==> src/rtl/tlspq_pkg.sv <==
package tlspq_pkg;

   localparam int ID_WIDTH   = 16;
   localparam int CAT_WIDTH  = 4;
   localparam int PRIO_WIDTH = 2;
   localparam int CNT_WIDTH  = 5;

   // request action codes
   localparam logic ACT_INSERT = 1'b0;
   localparam logic ACT_REMOVE = 1'b1;

   // urgency levels, lower is more urgent
   localparam logic [PRIO_WIDTH-1:0] PRIO_NONE = 2'd0;
   localparam logic [PRIO_WIDTH-1:0] PRIO_HIGH = 2'd1;
   localparam logic [PRIO_WIDTH-1:0] PRIO_MID  = 2'd2;
   localparam logic [PRIO_WIDTH-1:0] PRIO_LOW  = 2'd3;

   localparam logic [CAT_WIDTH-1:0] CAT_HIGH_FIRST = 4'd1;
   localparam logic [CAT_WIDTH-1:0] CAT_HIGH_LAST  = 4'd3;
   localparam logic [CAT_WIDTH-1:0] CAT_MID_LAST   = 4'd6;
   localparam logic [CAT_WIDTH-1:0] CAT_LOW_LAST   = 4'd9;

   localparam logic [ID_WIDTH-1:0] ID_FIRST = 16'd1;

   typedef enum logic [1:0] {
      STATUS_OK     = 2'd0,
      STATUS_EMPTY  = 2'd1,
      STATUS_BADCAT = 2'd2,
      STATUS_FULL   = 2'd3
   } status_type;

   typedef struct packed {
      logic [PRIO_WIDTH-1:0] level;
      logic [CAT_WIDTH-1:0]  category;
      logic [ID_WIDTH-1:0]   id;
   } entry_type;

   localparam int ENTRY_WIDTH = $bits(entry_type);

   typedef enum logic [2:0] {
      ST_IDLE,
      ST_INS_RD,
      ST_INS_CHK,
      ST_PLACE,
      ST_REM_RD,
      ST_REM_SH,
      ST_OUT
   } state_type;

   function automatic logic [PRIO_WIDTH-1:0] level_of(input logic [CAT_WIDTH-1:0] code);
      logic [PRIO_WIDTH-1:0] lvl;
      lvl = PRIO_NONE;
      if (code >= CAT_HIGH_FIRST && code <= CAT_HIGH_LAST) begin
         lvl = PRIO_HIGH;
      end else if (code > CAT_HIGH_LAST && code <= CAT_MID_LAST) begin
         lvl = PRIO_MID;
      end else if (code > CAT_MID_LAST && code <= CAT_LOW_LAST) begin
         lvl = PRIO_LOW;
      end
      return lvl;
   endfunction

endpackage

==> src/rtl/tlspq_ifs.sv <==
interface tlspq_req_if;
   logic                                valid;
   logic                                ready;
   logic                                action;
   logic [tlspq_pkg::CAT_WIDTH-1:0]     category_code;

   modport source (output valid, output action, output category_code, input ready);
   modport sink   (input valid, input action, input category_code, output ready);
endinterface

interface tlspq_rsp_if;
   logic                                valid;
   logic                                ready;
   logic [1:0]                          status;
   logic [tlspq_pkg::ID_WIDTH-1:0]      entry_id;
   logic [tlspq_pkg::CAT_WIDTH-1:0]     entry_category;
   logic [tlspq_pkg::PRIO_WIDTH-1:0]    entry_priority;
   logic [tlspq_pkg::CNT_WIDTH-1:0]     entry_count;

   modport source (output valid, output status, output entry_id, output entry_category,
                   output entry_priority, output entry_count, input ready);
   modport sink   (input valid, input status, input entry_id, input entry_category,
                   input entry_priority, input entry_count, output ready);
endinterface

==> src/rtl/three_level_stable_priority_queue.sv <==
// Three-level stable priority queue.
// req_chan (valid/ready) carries one item: action (0 insert, 1 remove) and a
// category code; codes 1-3 map to level 1, 4-6 to level 2, 7-9 to level 3.
// rsp_chan returns exactly one item per request: status, id, category, level
// and the entry count after the step. Entries sit in a single-port-pair RAM
// kept in service order; one read/compare/write step walks it per entry.
// Steps from accept to rsp valid:
//   insert : read and check held entries from the tail, moving each less urgent
//            one a slot toward the tail, then write the new entry into the freed slot.
//   remove : read held entries from the head on, capture the head, slide the rest toward it.
//   reject (bad code, full, empty): straight to the result stage.
// One item is in flight at a time: req ready only in idle, so a new request
// is taken only once the last has passed to the output register; the RAM's
// registered read splits each entry step into a read state and a check or shift state.
// Reset: queue empty, next id 1. RAM contents are not cleared; only entries
// below the count are ever read, so no clearing pass is run.
// A stalled receiver holds the result in the output register; a finished
// item waits in the result stage until that register frees up.
module three_level_stable_priority_queue #(
   parameter int QUEUE_DEPTH = 16
) (
   input  logic        clock,
   input  logic        reset,
   tlspq_req_if.sink   req_chan,
   tlspq_rsp_if.source rsp_chan
);

   localparam int AW = $clog2(QUEUE_DEPTH);
   localparam int CW = $clog2(QUEUE_DEPTH + 1);

   tlspq_pkg::state_type  state_ff, state_in;
   logic [CW-1:0]         occ_ff, occ_in;
   logic [tlspq_pkg::ID_WIDTH-1:0] seq_ff, seq_in;
   logic [AW-1:0]         k_ff, k_in;
   logic [AW-1:0]         slot_ff, slot_in;
   tlspq_pkg::entry_type  fresh_ff, fresh_in;
   tlspq_pkg::status_type res_status_ff, res_status_in;
   tlspq_pkg::entry_type  res_entry_ff, res_entry_in;

   logic                  rsp_valid_ff, rsp_valid_in;
   tlspq_pkg::status_type rsp_status_ff, rsp_status_in;
   tlspq_pkg::entry_type  rsp_entry_ff, rsp_entry_in;
   logic [tlspq_pkg::CNT_WIDTH-1:0] rsp_count_ff, rsp_count_in;

   // RAM port signals
   logic                  wr_en;
   logic [AW-1:0]         wr_addr;
   tlspq_pkg::entry_type  wr_data;
   tlspq_pkg::entry_type  rd_data;
   logic [tlspq_pkg::PRIO_WIDTH-1:0] req_level;

   tlspq_ram #(
      .WIDTH (tlspq_pkg::ENTRY_WIDTH),
      .DEPTH (QUEUE_DEPTH)
   ) u_store (
      .clock   (clock),
      .wr_en   (wr_en),
      .wr_addr (wr_addr),
      .wr_data (wr_data),
      .rd_addr (k_ff),
      .rd_data (rd_data)
   );

   assign req_level = tlspq_pkg::level_of(req_chan.category_code);

   always_ff @(posedge clock) begin
      if (reset) begin
         state_ff     <= tlspq_pkg::ST_IDLE;
         occ_ff       <= '0;
         seq_ff       <= tlspq_pkg::ID_FIRST;
         rsp_valid_ff <= 1'b0;
      end else begin
         state_ff     <= state_in;
         occ_ff       <= occ_in;
         seq_ff       <= seq_in;
         rsp_valid_ff <= rsp_valid_in;
      end
   end

   always_ff @(posedge clock) begin
      k_ff          <= k_in;
      slot_ff       <= slot_in;
      fresh_ff      <= fresh_in;
      res_status_ff <= res_status_in;
      res_entry_ff  <= res_entry_in;
      rsp_status_ff <= rsp_status_in;
      rsp_entry_ff  <= rsp_entry_in;
      rsp_count_ff  <= rsp_count_in;
   end

   always_comb begin
      state_in      = state_ff;
      occ_in        = occ_ff;
      seq_in        = seq_ff;
      k_in          = k_ff;
      slot_in       = slot_ff;
      fresh_in      = fresh_ff;
      res_status_in = res_status_ff;
      res_entry_in  = res_entry_ff;
      rsp_status_in = rsp_status_ff;
      rsp_entry_in  = rsp_entry_ff;
      rsp_count_in  = rsp_count_ff;
      rsp_valid_in  = rsp_valid_ff && !rsp_chan.ready;
      wr_en         = 1'b0;
      wr_addr       = k_ff;
      wr_data       = rd_data;
      req_chan.ready = 1'b0;

      case (state_ff)
         tlspq_pkg::ST_IDLE: begin
            req_chan.ready = 1'b1;
            if (req_chan.valid) begin
               res_entry_in = '0;
               if (req_chan.action == tlspq_pkg::ACT_REMOVE) begin
                  if (occ_ff == '0) begin
                     res_status_in = tlspq_pkg::STATUS_EMPTY;
                     state_in      = tlspq_pkg::ST_OUT;
                  end else begin
                     res_status_in = tlspq_pkg::STATUS_OK;
                     occ_in        = CW'(occ_ff - 1'b1);
                     k_in          = '0;
                     state_in      = tlspq_pkg::ST_REM_RD;
                  end
               end else if (req_level == tlspq_pkg::PRIO_NONE) begin
                  res_status_in = tlspq_pkg::STATUS_BADCAT;
                  state_in      = tlspq_pkg::ST_OUT;
               end else if (occ_ff == CW'(QUEUE_DEPTH)) begin
                  res_status_in = tlspq_pkg::STATUS_FULL;
                  state_in      = tlspq_pkg::ST_OUT;
               end else begin
                  fresh_in.level    = req_level;
                  fresh_in.category = req_chan.category_code;
                  fresh_in.id       = seq_ff;
                  res_entry_in      = fresh_in;
                  res_status_in     = tlspq_pkg::STATUS_OK;
                  seq_in            = seq_ff + 1'b1;
                  occ_in            = CW'(occ_ff + 1'b1);
                  if (occ_ff == '0) begin
                     slot_in  = '0;
                     state_in = tlspq_pkg::ST_PLACE;
                  end else begin
                     k_in     = AW'(occ_ff - 1'b1);
                     state_in = tlspq_pkg::ST_INS_RD;
                  end
               end
            end
         end
         tlspq_pkg::ST_INS_RD: begin
            state_in = tlspq_pkg::ST_INS_CHK;
         end
         tlspq_pkg::ST_INS_CHK: begin
            // move less urgent entries one slot toward the tail
            if (rd_data.level > fresh_ff.level) begin
               wr_en   = 1'b1;
               wr_addr = AW'(k_ff + 1'b1);
               if (k_ff == '0) begin
                  slot_in  = '0;
                  state_in = tlspq_pkg::ST_PLACE;
               end else begin
                  k_in     = AW'(k_ff - 1'b1);
                  state_in = tlspq_pkg::ST_INS_RD;
               end
            end else begin
               slot_in  = AW'(k_ff + 1'b1);
               state_in = tlspq_pkg::ST_PLACE;
            end
         end
         tlspq_pkg::ST_PLACE: begin
            wr_en    = 1'b1;
            wr_addr  = slot_ff;
            wr_data  = fresh_ff;
            state_in = tlspq_pkg::ST_OUT;
         end
         tlspq_pkg::ST_REM_RD: begin
            state_in = tlspq_pkg::ST_REM_SH;
         end
         tlspq_pkg::ST_REM_SH: begin
            // head is captured, the rest slides one slot toward the head
            if (k_ff == '0) begin
               res_entry_in = rd_data;
            end else begin
               wr_en   = 1'b1;
               wr_addr = AW'(k_ff - 1'b1);
            end
            if (CW'(k_ff) == occ_ff) begin
               state_in = tlspq_pkg::ST_OUT;
            end else begin
               k_in     = AW'(k_ff + 1'b1);
               state_in = tlspq_pkg::ST_REM_RD;
            end
         end
         tlspq_pkg::ST_OUT: begin
            if (!rsp_valid_ff || rsp_chan.ready) begin
               rsp_valid_in  = 1'b1;
               rsp_status_in = res_status_ff;
               rsp_entry_in  = res_entry_ff;
               rsp_count_in  = tlspq_pkg::CNT_WIDTH'(occ_ff);
               state_in      = tlspq_pkg::ST_IDLE;
            end
         end
         default: begin
            state_in = tlspq_pkg::ST_IDLE;
         end
      endcase
   end

   assign rsp_chan.valid          = rsp_valid_ff;
   assign rsp_chan.status         = rsp_status_ff;
   assign rsp_chan.entry_id       = rsp_entry_ff.id;
   assign rsp_chan.entry_category = rsp_entry_ff.category;
   assign rsp_chan.entry_priority = rsp_entry_ff.level;
   assign rsp_chan.entry_count    = rsp_count_ff;

   // count never runs past the store
   a_occ_bound: assert property (@(posedge clock) disable iff (reset)
      occ_ff <= CW'(QUEUE_DEPTH))
      else $error("occupancy beyond depth");

   // one item in flight: no accept right after an accept
   a_one_in_flight: assert property (@(posedge clock) disable iff (reset)
      (req_chan.valid && req_chan.ready) |=> !req_chan.ready)
      else $error("second item accepted while busy");

   // a good result always names a real level, a rejected one names nothing
   a_rsp_level: assert property (@(posedge clock) disable iff (reset)
      rsp_valid_ff |->
         ((rsp_status_ff == tlspq_pkg::STATUS_OK) ==
          (rsp_entry_ff.level != tlspq_pkg::PRIO_NONE)))
      else $error("result level does not match status");

   // ids are consumed only by a valid insert that fits
   a_seq_step: assert property (@(posedge clock) disable iff (reset)
      (!$past(reset) && !$stable(seq_ff)) |->
         ($past(state_ff == tlspq_pkg::ST_IDLE && req_chan.valid
                && req_chan.action == tlspq_pkg::ACT_INSERT)
          && $past(occ_ff) != CW'(QUEUE_DEPTH)))
      else $error("sequence id advanced without an insert");

endmodule

==> src/rtl/tlspq_ram.sv <==
module tlspq_ram #(
   parameter int WIDTH = 22,
   parameter int DEPTH = 16
) (
   input  logic                     clock,
   input  logic                     wr_en,
   input  logic [$clog2(DEPTH)-1:0] wr_addr,
   input  logic [WIDTH-1:0]         wr_data,
   input  logic [$clog2(DEPTH)-1:0] rd_addr,
   output logic [WIDTH-1:0]         rd_data
);

   logic [WIDTH-1:0] mem [DEPTH];
   logic [WIDTH-1:0] rd_data_ff;

   always_ff @(posedge clock) begin
      if (wr_en) begin
         mem[wr_addr] <= wr_data;
      end
      rd_data_ff <= mem[rd_addr];
   end

   assign rd_data = rd_data_ff;

endmodule
==> src/flat_wrapper.sv <==
// flat-port wrapper written by rule: the top's interface ports become plain ports
module three_level_stable_priority_queue_flat 
#(
   parameter int QUEUE_DEPTH = 16
)
  (clock, reset, req_chan_valid, req_chan_action, req_chan_category_code, req_chan_ready, rsp_chan_valid, rsp_chan_status, rsp_chan_entry_id, rsp_chan_entry_category, rsp_chan_entry_priority, rsp_chan_entry_count, rsp_chan_ready);
  tlspq_req_if req_chan_i ();
  tlspq_rsp_if rsp_chan_i ();
  input  logic clock;
  input  logic reset;
  input wire logic [$bits(req_chan_i.valid)-1:0] req_chan_valid;
  input wire logic [$bits(req_chan_i.action)-1:0] req_chan_action;
  input wire logic [$bits(req_chan_i.category_code)-1:0] req_chan_category_code;
  output wire logic [$bits(req_chan_i.ready)-1:0] req_chan_ready;
  output wire logic [$bits(rsp_chan_i.valid)-1:0] rsp_chan_valid;
  output wire logic [$bits(rsp_chan_i.status)-1:0] rsp_chan_status;
  output wire logic [$bits(rsp_chan_i.entry_id)-1:0] rsp_chan_entry_id;
  output wire logic [$bits(rsp_chan_i.entry_category)-1:0] rsp_chan_entry_category;
  output wire logic [$bits(rsp_chan_i.entry_priority)-1:0] rsp_chan_entry_priority;
  output wire logic [$bits(rsp_chan_i.entry_count)-1:0] rsp_chan_entry_count;
  input wire logic [$bits(rsp_chan_i.ready)-1:0] rsp_chan_ready;
  assign req_chan_i.valid = req_chan_valid;
  assign req_chan_i.action = req_chan_action;
  assign req_chan_i.category_code = req_chan_category_code;
  assign req_chan_ready = req_chan_i.ready;
  assign rsp_chan_valid = rsp_chan_i.valid;
  assign rsp_chan_status = rsp_chan_i.status;
  assign rsp_chan_entry_id = rsp_chan_i.entry_id;
  assign rsp_chan_entry_category = rsp_chan_i.entry_category;
  assign rsp_chan_entry_priority = rsp_chan_i.entry_priority;
  assign rsp_chan_entry_count = rsp_chan_i.entry_count;
  assign rsp_chan_i.ready = rsp_chan_ready;
  three_level_stable_priority_queue #(.QUEUE_DEPTH(QUEUE_DEPTH)) u_core (.clock(clock), .reset(reset), .req_chan(req_chan_i), .rsp_chan(rsp_chan_i));
endmodule
==> config.mk <==
export PLATFORM = sky130hd
export DESIGN_NAME = three_level_stable_priority_queue_flat
export DESIGN_NICKNAME = d
export VERILOG_FILES = /design/src/rtl/tlspq_pkg.sv /design/src/rtl/tlspq_ifs.sv /design/src/rtl/three_level_stable_priority_queue.sv /design/src/rtl/tlspq_ram.sv /design/src/flat_wrapper.sv
export SDC_FILE = /design/constraint.sdc
export NUM_CORES = 1
export LEC_CHECK = 0
export ABC_AREA = 1
export BUFFER_PORTS_ARGS = -buffer_cell sky130_fd_sc_hd__buf_2
export CAP_MARGIN = 20
export CORE_MARGIN = 4
export CORE_UTILIZATION = 50
export CTS_CLUSTER_SIZE = 20
export DETAILED_ROUTE_END_ITERATION = 16
export HOLD_SLACK_MARGIN = 0.08
export PLACE_DENSITY_LB_ADDON = 0.08
export SETUP_SLACK_MARGIN = 0.2
export SYNTH_ARGS = -nofsm -noshare
export SYNTH_HDL_FRONTEND = slang
export SYNTH_SLANG_ARGS = --single-unit
==> constraint.sdc <==
create_clock -name clock -period 9.5 [get_ports clock]
set_input_delay 0 -clock clock [delete_from_list [all_inputs] [get_ports clock]]
set_output_delay 0 -clock clock [all_outputs]
set_load 0.03 [all_outputs]
==> results of run 1 <==
[flip-flops by register name, summed over array words and instances, names as in the netlist, 5 cells and up]
name                         cells
u_core.fresh_ff                 22
u_core.occ_ff                    5
u_core.u_store.mem             352
u_core.res_entry_ff             22
u_core.rsp_chan.entry_count      5
u_core.rsp_chan.entry_id        16
u_core.seq_ff                   16
u_core.u_store.rd_data          22
[area by class of cell]
type / count / area (µm²) / share of cell area (%)
clock inverter: 18 / 148 / 0.677
timing repair buffer: 98 / 691 / 3.17
sequential: 482 / 14000 / 64.2
multi-input combinational: 955 / 4680 / 21.5
inverter: 72 / 273 / 1.25
tap: 511 / 639 / 2.93
clock buffer: 71 / 1380 / 6.33
[stage by stage]
step                      worst slack (ns)  total power, mW  area [µm²]  utilization, %  hold slack (ns)
after global placement                5.34             5.16       20100            53.2            0.236
after detailed placement              5.38             5.18       20200            53.3            0.229
after global routing                  5.33             7.39       21800            57.6            0.221
after CTS                             5.36             7.02       21800            57.6            0.199
after floorplan                       5.67             4.32       19300               -           0.0989
final                                 5.67             7.00       21800            57.6            0.225
[logic make-up (layout without fill, tap and decap cells)]
kind of cell    Yosys count  count (layout)
compound gates          415             415
flops                   482             482
buf+inv                 165             259
fa+ha+maj                 8               8
xor+xnor                 19              19
simple gates            513             513
[cells in the final DEF (no fill, tap or decap), types with 2 or more instances in the layout]
cell type,instances
clkinv_2,6
o211ai_1,2
nor2_2,15
o221ai_1,2
buf_2,39
dfxtp_1,47
nand4_1,13
ha_1,8
bufinv_16,2
inv_1,67
o22ai_1,104
inv_2,4
clkbuf_16,50
clkinv_1,7
o21ai_1,18
buf_4,47
o2bb2ai_1,7
xor2_1,15
a21oi_1,26
dlygate4sd3_1,10
nand3_1,50
clkbuf_8,5
o21ai_0,251
clkinvlp_4,2
nor2_4,4
nor3_1,5
nand3b_1,2
nor2_1,246
nand2_2,2
nand3_2,2
nand2_1,170
xnor2_1,4
edfxtp_1,435
clkbuf_1,16
[worst max-delay path, cell delays in order, from the launching register on]
cell,delay (ns)
edfxtp_1,0.39
buf_4,0.71
buf_4,0.84
nand3_1,0.18
xor2_1,0.21
nand2_1,0.10
nand2_1,0.06
nor2_1,0.11
nand2_1,0.19
nor2_4,0.64
[power by group through the flow]
stage | sequential, mW | combinational (mW) | clock (mW)
floorplan | 2.92 | 1.40 | 0
global placement | 2.93 | 2.23 | 0
detailed placement | 2.93 | 2.24 | 0
CTS | 2.89 | 2.26 | 1.87
global route | 2.91 | 2.51 | 1.97
finish | 2.89 | 2.29 | 1.83
[final timing paths]
| kind | to | slack (ns) | cells after the start |
|---|---|---|---|
| setup / recovery | u_core.u_store.mem[0][13] | 5.67 | 9 |
| hold / removal | u_core.fresh_ff[16] | 0.23 | 2 |
| setup reg to reg | u_core.u_store.mem[0][13] | 5.67 | 9 |
| hold reg to reg | u_core.rsp_chan.entry_id[2] | 0.42 | 0 |
[metal layers]
layer / part of all wire (%) / track usage, % / vias to the layer above
met1: 47 / 34.4 / 6182
met4: 2.1 / 6.10 / 2
li1: - / - / 5897
met3: 6.9 / 3.55 / 71
met2: 44 / 32.8 / 398
met5: 0.028 / 0 / -
==> metrics.yaml, run 1 <==
run_status:
  status: "completed"
cells_and_area:
  diodes: 0
  fill_cells: 3166
  drive_gt1_share_pct: 11.0
  instances_no_fill: 2207
  syn2layout_area_growth_pct: 13.1
  nets: 1676
power:
  comb_power_share_pct: 32.6
  power_density_mw_per_mm2: 321
  p_switching_mw: 2.56
  swShare_pct: 36.5
  power_leakage_nw: 7.46
  internal_power_mw: 4.45
  ir_drop_mv: 0.175
  clock_power_share_pct: 26.1
  power_frac_seq_pct: 41.3
synthesis:
  synth_common_cells: "edfxtp_1 (435), nor2_1 (262), o21ai_0 (258)"
  yosysMostFrequentCell: "edfxtp_1"
  yosysWarnings: 0
  async_reset_ff_share_pct: 0
  synth_top_family_by_area: "compound AO/OA/AOI/OAI gates"
  synth_cells: 1602
  synthFlopType: "edfxtp_1"
  synth_edf_count: 435
  synth.area.mux_share_pct: 0
  synthAdderAreaFrac_pct: 0.519
  synth_area_mm2: 0.0193
  netlist-cell-type-count: 37
  synthDominantCellAreaShare_pct: 67.7
  yosysSeqAreaShare_pct: 72.6
  synth_nets: 1619
  yosys_register_bits: 482
  synthSimpleGateAreaFrac_pct: 10.8
  yosys.area_share.xor_xnor_pct: 0.863
  synth.avg_cell_area_um2: 12.0
  synth_compound_area_share_pct: 11.7
  synth.area.top_cells: "edfxtp_1 (68%), o21ai_0 (6.7%), nor2_1 (5.1%)"
  synth.largest_area_cell: "edfxtp_1"
drt:
  routed_wl_um: 46300
  drt_iter0_drc: 1134
  vias: 12600
  wl_per_cell_um: 21.0
  via_per_inst: 5.69
  ant_nets: 0
  drt_first_pass_iters: 5
  drc: 0
clock_tree:
  cts_made_buffers: 50
  cts_root_buf: "clkbuf_16"
  cts_tree: "yes"
  clkTransAtPathRegs_ns: 0.06
  ctsHoldBuffers: 10
  numClockSinks: 482
  clk_latency_ns: 0.58
  post-cts-setup-buffer-count: 0
  cts_max_path_buffers: 3
  cts_resized: 0
  cts_htree_levels: 2
placement:
  post-place-cells: 2106
  port_buffers: 39
  finalWeightedCongestion: 0.875
  hpwl_um: 28600
sta:
  tns_ns: 0
  rsz0062_at_grt: "false"
  setup_viol: 0
  maxSlewViolCount: 0
  max_freq_ghz: 0.261
  clock_skew_ns: 0.0267
  hold_viol: 0
  period_minus_slack_ns: 3.83
  finalCritPeriodShare_pct: 40.3
  max_slew_margin_pct: 30.2
  worst_pin_slew_ns: 1.05
critical_path:
  worstSetupStartpoint: "u_core.k_ff[0]"
  required_ns: 9.70
  cp_max_fo: 96
  worstSetupEndpointType: "flop"
  critPathLaunchType: "flop"
  path_class: "flop to flop"
  r2r_start: "u_core.k_ff[0]"
  worstPathArrival_ns: 4.03
die:
  die_height_um: 204
  core_mm2: 0.0378
  dieWidth_um: 204
  io_pins: 40
  fp-row-count: 71
  design.die.area_mm2: 0.0418
  start_util_pct: 51.0
grt:
  grt_max_degree: 97
  grt.total_usage_pct: 22.2
  overflow: 0
  grt_pass1_wl_um: 71200
  antenna_found_initial: 1
  grt_pass1_vias: 11900
flow_run:
  cap_viol_max_count: 0
hold_path:
  hold_start: "req_chan_category_code[0]"
  worstHoldPathType: "primary input to flop"
(Power assumes the default switching activity.)
==> inputs of run 2 (changes only) <==
Settings changed: ABC_AREA 1 to 0.
Clock period 9.5 ns to 3.4 ns, I/O delays scaled along.
==> metrics.yaml, run 2 <==
run_status:
  status: "completed"
placement:
  pre_cts_slack_ns: 0.415
  finalWeightedCongestion: 0.817
  port_buffers: 39
  place_area_mm2: 0.0198
  hpwl_um: 24600
drt:
  wl_per_cell_um: 23.8
  ant_nets: 0
  drt_first_pass_iters: 5
  drc: 0
  routed_wl_um: 38200
  via_per_inst: 5.80
  vias: 9323
  drt_iter0_drc: 726
clock_tree:
  cts_htree_levels: 2
  numClockSinks: 482
  clkTransAtPathRegs_ns: 0.06
  cts_tree: "yes"
  cts_max_path_buffers: 3
  cts_made_buffers: 48
  cts_root_buf: "clkbuf_16"
  clk_latency_ns: 0.59
hold_path:
  worstHoldPathType: "primary input to flop"
power:
  ir_drop_mv: 0.394
  power_density_mw_per_mm2: 843
  power_leakage_nw: 7.05
grt:
  overflow: 0
  antenna_found_initial: 0
  grt_pass1_wl_um: 59500
  grt_max_degree: 52
  grt_pass1_vias: 9367
  grt.total_usage_pct: 19.1
sta:
  hold_viol: 0
  setup_slack_ns: 0.423
  max_slew_margin_pct: 42.9
  clock_skew_ns: 0.0184
  finalCritPeriodShare_pct: 87.6
  tns_ns: 0
  worst_pin_slew_ns: 0.856
  setup_viol: 0
  rsz0062_at_grt: "false"
  whs_ns: 0.227
  max_freq_ghz: 0.336
  period_minus_slack_ns: 2.98
  maxSlewViolCount: 0
critical_path:
  slowest_stage: "dfxtp_1"
  worstPathArrival_ns: 3.25
  slowest_delay_ns: 0.57
  required_ns: 3.68
  crit_chain: "nor3b_4 -> o211ai_1 -> o211ai_1 -> a21oi_1 -> or2_1 -> nor3b_4 -> buf_12"
  critPathLaunchType: "flop"
  worstSetupEndpointType: "flop"
  path_class: "flop to flop"
  cp_max_fo: 22
cells_and_area:
  syn2layout_area_growth_pct: 14.2
  diodes: 0
  finalInstanceArea_mm2: 0.0214
  fill_cells: 2695
  post-route-util_pct: 58.2
  multi_input_area_mm2: 0.00458
  final_cell_mix: "edfxtp_1 (435), nand2_1 (126), mux4_2 (110)"
  largest-register: "u_core.u_store.mem"
  final_common_cell: "edfxtp_1"
  seqCellArea_mm2: 0.0140
  nets: 1117
  drive_gt1_share_pct: 25.1
  largest_register_ff_count: 352
die:
  dieWidth_um: 202
  core_mm2: 0.0368
  fp-row-count: 70
  io_pins: 40
  start_util_pct: 51.0
  die_height_um: 202
  design.die.area_mm2: 0.0407
synthesis:
  yosysWarnings: 0
  synth_area_mm2: 0.0188
  yosys_register_bits: 482
  synth_edf_count: 435
  synth.largest_area_cell: "edfxtp_1"
  synth_cells: 1018
  yosysSeqAreaShare_pct: 74.6
  synth.area.top_cells: "edfxtp_1 (70%), mux4_2 (13%), dfxtp_1 (5.0%)"
  synthDominantCellAreaShare_pct: 69.6
  synth_nets: 1035
  yosysMostFrequentCell: "edfxtp_1"
  netlist-cell-type-count: 58
  async_reset_ff_share_pct: 0
  synth.avg_cell_area_um2: 18.4
  synthFlopType: "edfxtp_1"
  synth_common_cells: "edfxtp_1 (435), nand2_1 (126), mux4_2 (110)"
flow_run:
  cap_viol_max_count: 0
-- run 2: cell count changes after synthesis, sizes merged, moves of 7 or more --
| cell | change |
|---|---|
| clkbuf | -35 |
| o21ai | -235 |
| nor2 | -218 |
| nand2 | -47 |
| nand3 | -43 |
| o2bb2ai | -7 |
| a21oi | -8 |
| mux4 | +110 |
| o22ai | -103 |
| nand2b | +8 |
| inv | -60 |
| or3 | +9 |
-- run 2: final cells by class --
| type | count | area share [%] |
|---|---|---|
| repair buffers | 87 | 2.99 |
| flip-flops and latches | 482 | 65.4 |
| well taps | 468 | 2.73 |
| clock buffers | 67 | 6.13 |
| inverters | 12 | 0.210 |
| clock inverters | 22 | 1.20 |
| multi-input cells | 469 | 21.4 |
-- run 2: cells by family (layout without fill, tap and decap cells) --
group / after synthesis / after routing / synth area share, %
flip-flops: 482 / 482 / 74.6
AND/OR/NAND/NOR: 240 / 240 / 5.88
multiplexers: 115 / 115 / 13.5
AO/OA/AOI/OAI: 84 / 84 / 2.92
buffers and inverters: 67 / 188 / 1.55
XOR/XNOR: 22 / 22 / 1.03
adder cells (fa/ha/maj): 8 / 8 / 0.533
-- run 2: metal layers --
layer	GRT usage, %	part of all wire (%)	vias up
met1	29.9	47	4786
met5	0	0	-
li1	-	-	4190
met3	4.14	6.9	58
met2	27.4	44	289
met4	5.54	2.2	0
-- run 2: power by group --
part / internal (mW) / total (mW) / switching (mW)
combinational: 1.63 / 4.44 / 2.81
clock: 3.09 / 5.26 / 2.17
sequential: 8.02 / 8.38 / 0.358
-- run 2: stage by stage --
step,power (mW),cells
6_report,18.1,1607
5_1_grt,18.9,1607
4_1_cts,18.2,1607
3_5_place_dp,13.0,1509
3_3_place_gp,12.9,1509
2_1_floorplan,11.4,1018
-- run 2: worst max-delay path, delay by kind of cell, from the launching register on --
family,cells,cell delay [ns]
buffers and inverters,1,0.23
AND/OR/NAND/NOR,3,1.05
AO/OA/AOI/OAI,3,0.82
flip-flops,1,0.57
-- run 2: repair_timing --
action / 4_1_cts / 5_1_grt
setup buffers: 0 / 0
hold endpoints to repair: 41 / 0
gates resized for setup: 0 / 1
hold buffers: 9 / 0
endpoints found under the setup margin: 0 / 142
-- run 2: path summary, 6_finish.rpt --
kind                            slack, ns  cells after the start                       from                      endpoint
worst max-delay path                 0.42                      7         u_core.state_ff[1]     u_core.u_store.mem[15][0]
worst min-delay path                 0.23                      2  req_chan_category_code[0]           u_core.fresh_ff[16]
worst max register to register       0.42                      7         u_core.state_ff[1]     u_core.u_store.mem[15][0]
worst min register to register       0.42                      0    u_core.res_entry_ff[10]  u_core.rsp_chan.entry_id[10]
==> inputs of run 3 (changes only) <==
Settings changed: GPL_TIMING_DRIVEN from default to 0.
==> metrics.yaml, run 3 (synthesis gave the netlist of run 2 again) <==
grt:
  grt.total_usage_pct: 22.6
  antenna_found_initial: 0
  grt_pass1_vias: 10200
  grt_max_degree: 32
  grt_pass1_wl_um: 67900
  overflow: 0
critical_path:
  cp_max_fo: 10
  worstSetupStartpoint: "u_core.k_ff[0]"
  r2r_start: "u_core.k_ff[0]"
  path_class: "flop to flop"
  worstSetupEndpointType: "flop"
  critPathLaunchType: "flop"
  worstPathArrival_ns: 3.48
  required_ns: 3.68
cells_and_area:
  drive_gt1_share_pct: 30.6
  final_cell_mix: "edfxtp_1 (435), nand2_1 (123), mux4_2 (110)"
  fill_cells: 2572
  largest-register: "u_core.u_store.mem"
  instances_no_fill: 1715
  nets: 1223
  final_common_cell: "edfxtp_1"
  largest_register_ff_count: 352
  syn2layout_area_growth_pct: 21.4
  diodes: 0
  post-route-util_pct: 61.9
run_status:
  status: "completed"
die:
  fp-row-count: 70
  die_height_um: 202
  design.die.area_mm2: 0.0407
  core_mm2: 0.0368
  dieWidth_um: 202
  start_util_pct: 51.0
  io_pins: 40
drt:
  wl_per_cell_um: 26.6
  drt_iter0_drc: 1002
  drc: 0
  routed_wl_um: 45600
  via_per_inst: 5.87
  ant_nets: 0
  drt_first_pass_iters: 5
  vias: 10100
sta:
  rsz0062_at_grt: "true"
  clock_skew_ns: 0.0145
  max_slew_margin_pct: 31.9
  maxSlewViolCount: 0
  setup_slack_ns: 0.207
  max_freq_ghz: 0.313
  setup_viol: 0
  hold_viol: 0
  period_minus_slack_ns: 3.19
  worst_pin_slew_ns: 1.02
  finalCritPeriodShare_pct: 93.9
clock_tree:
  cts_htree_levels: 2
  clk_latency_ns: 0.58
  cts_made_buffers: 50
  cts_tree: "yes"
  cts_max_path_buffers: 3
  numClockSinks: 482
  cts_root_buf: "clkbuf_16"
  clkTransAtPathRegs_ns: 0.06
power:
  comb_power_share_pct: 27.6
  power_leakage_nw: 7.60
  clock_power_share_pct: 28.7
  power_frac_seq_pct: 43.6
  p_switching_mw: 5.79
  ir_drop_mv: 0.393
  power_density_mw_per_mm2: 838
  power_mw: 19.1
  swShare_pct: 30.3
  internal_power_mw: 13.3
hold_path:
  worstHoldPathType: "primary input to flop"
  hold_start: "req_chan_category_code[0]"
placement:
  post-place-cells: 1535
  hpwl_um: 26300
  port_buffers: 38
  pre_cts_slack_ns: -0.743
  finalWeightedCongestion: 0.837
flow_run:
  cap_viol_max_count: 0
run 3: changes by cell type in the layout (fill, tap and decap cells not counted), moves of 5 or more:
cell | before | now
nor2_4 | 7 | 26
clkinvlp_4 | 0 | 5
buf_4 | 34 | 39
clkbuf_1 | 15 | 31
nor2_2 | 8 | 0
buf_12 | 5 | 24
buf_16 | 0 | 6
buf_1 | 0 | 9
buf_6 | 0 | 12
buf_2 | 39 | 54
clkbuf_16 | 48 | 53
run 3: timing repair:
action | in CTS | in global routing
hold endpoints to repair | 28 | 0
cloned | 14 | 0
hold buffers | 8 | 0
buffers inserted | 59 | 6
pin swaps | 28 | 5
gates resized for setup | 50 | 6
setup endpoints to repair | 352 | 187
run 3: critical path, stage by stage, from the launching register on:
cell	delay, ns
edfxtp_1	0.46
buf_6	0.17
clkbuf_16	0.16
inv_6	0.06
ha_4	0.12
or3b_1	0.36
buf_6	0.15
mux2i_4	0.17
o221ai_2	0.15
buf_4	0.19
a211o_4	0.30
buf_12	0.14
nor2_4	0.19
buf_6	0.14
buf_16	0.13
run 3: per-stage QoR:
| stage | area, µm² | hold WS [ns] | TNS, ns |
|---|---|---|---|
| 3_5_place_dp | 19900 | 0.294 | -168.97 |
| 4_1_cts | 22700 | 0.228 | 0 |
| 5_1_grt | 22800 | 0.262 | 0 |
| 3_3_place_gp | 19700 | 0.301 | -282.01 |
| 6_report | 22800 | 0.272 | 0 |
| 2_1_floorplan | 18900 | 0.0989 | 0 |
run 3: worst paths after layout:
check / to / slack (ns) / cells past startpoint
max reg2reg: u_core.u_store.mem[13][4] / 0.21 / 14
max: u_core.u_store.mem[13][4] / 0.21 / 14
min: u_core.fresh_ff[16] / 0.27 / 2
min reg2reg: u_core.rsp_chan.entry_category[0] / 0.42 / 0
run 3: power by group through the flow:
| stage | registers [mW] | clock network [mW] | logic, mW |
|---|---|---|---|
| 2_1_floorplan | 8.33 | 0 | 3.06 |
| 3_3_place_gp | 8.43 | 0 | 4.35 |
| 3_5_place_dp | 8.43 | 0 | 4.57 |
| 4_1_cts | 8.31 | 5.58 | 5.23 |
| 5_1_grt | 8.37 | 5.84 | 5.64 |
| 6_report | 8.32 | 5.48 | 5.27 |
run 3: per-layer routing:
layer	global-route usage [%]	wire length, µm	vias up
met1	31.7	18800	5218
met3	4.17	3010	76
li1	-	-	4423
met5	0	0	-
met4	7.06	1450	0
met2	36.8	22300	354
run 3: area by class of cell:
class	instances	area (µm²)	area share, %
clock buffer	63	1360	5.98
multi-input combinational	480	4800	21.1
clock inverter	30	310	1.36
sequential	482	14000	61.5
timing repair buffer	125	1340	5.86
tap	468	586	2.57
buffer	55	322	1.41
inverter	12	55.1	0.242
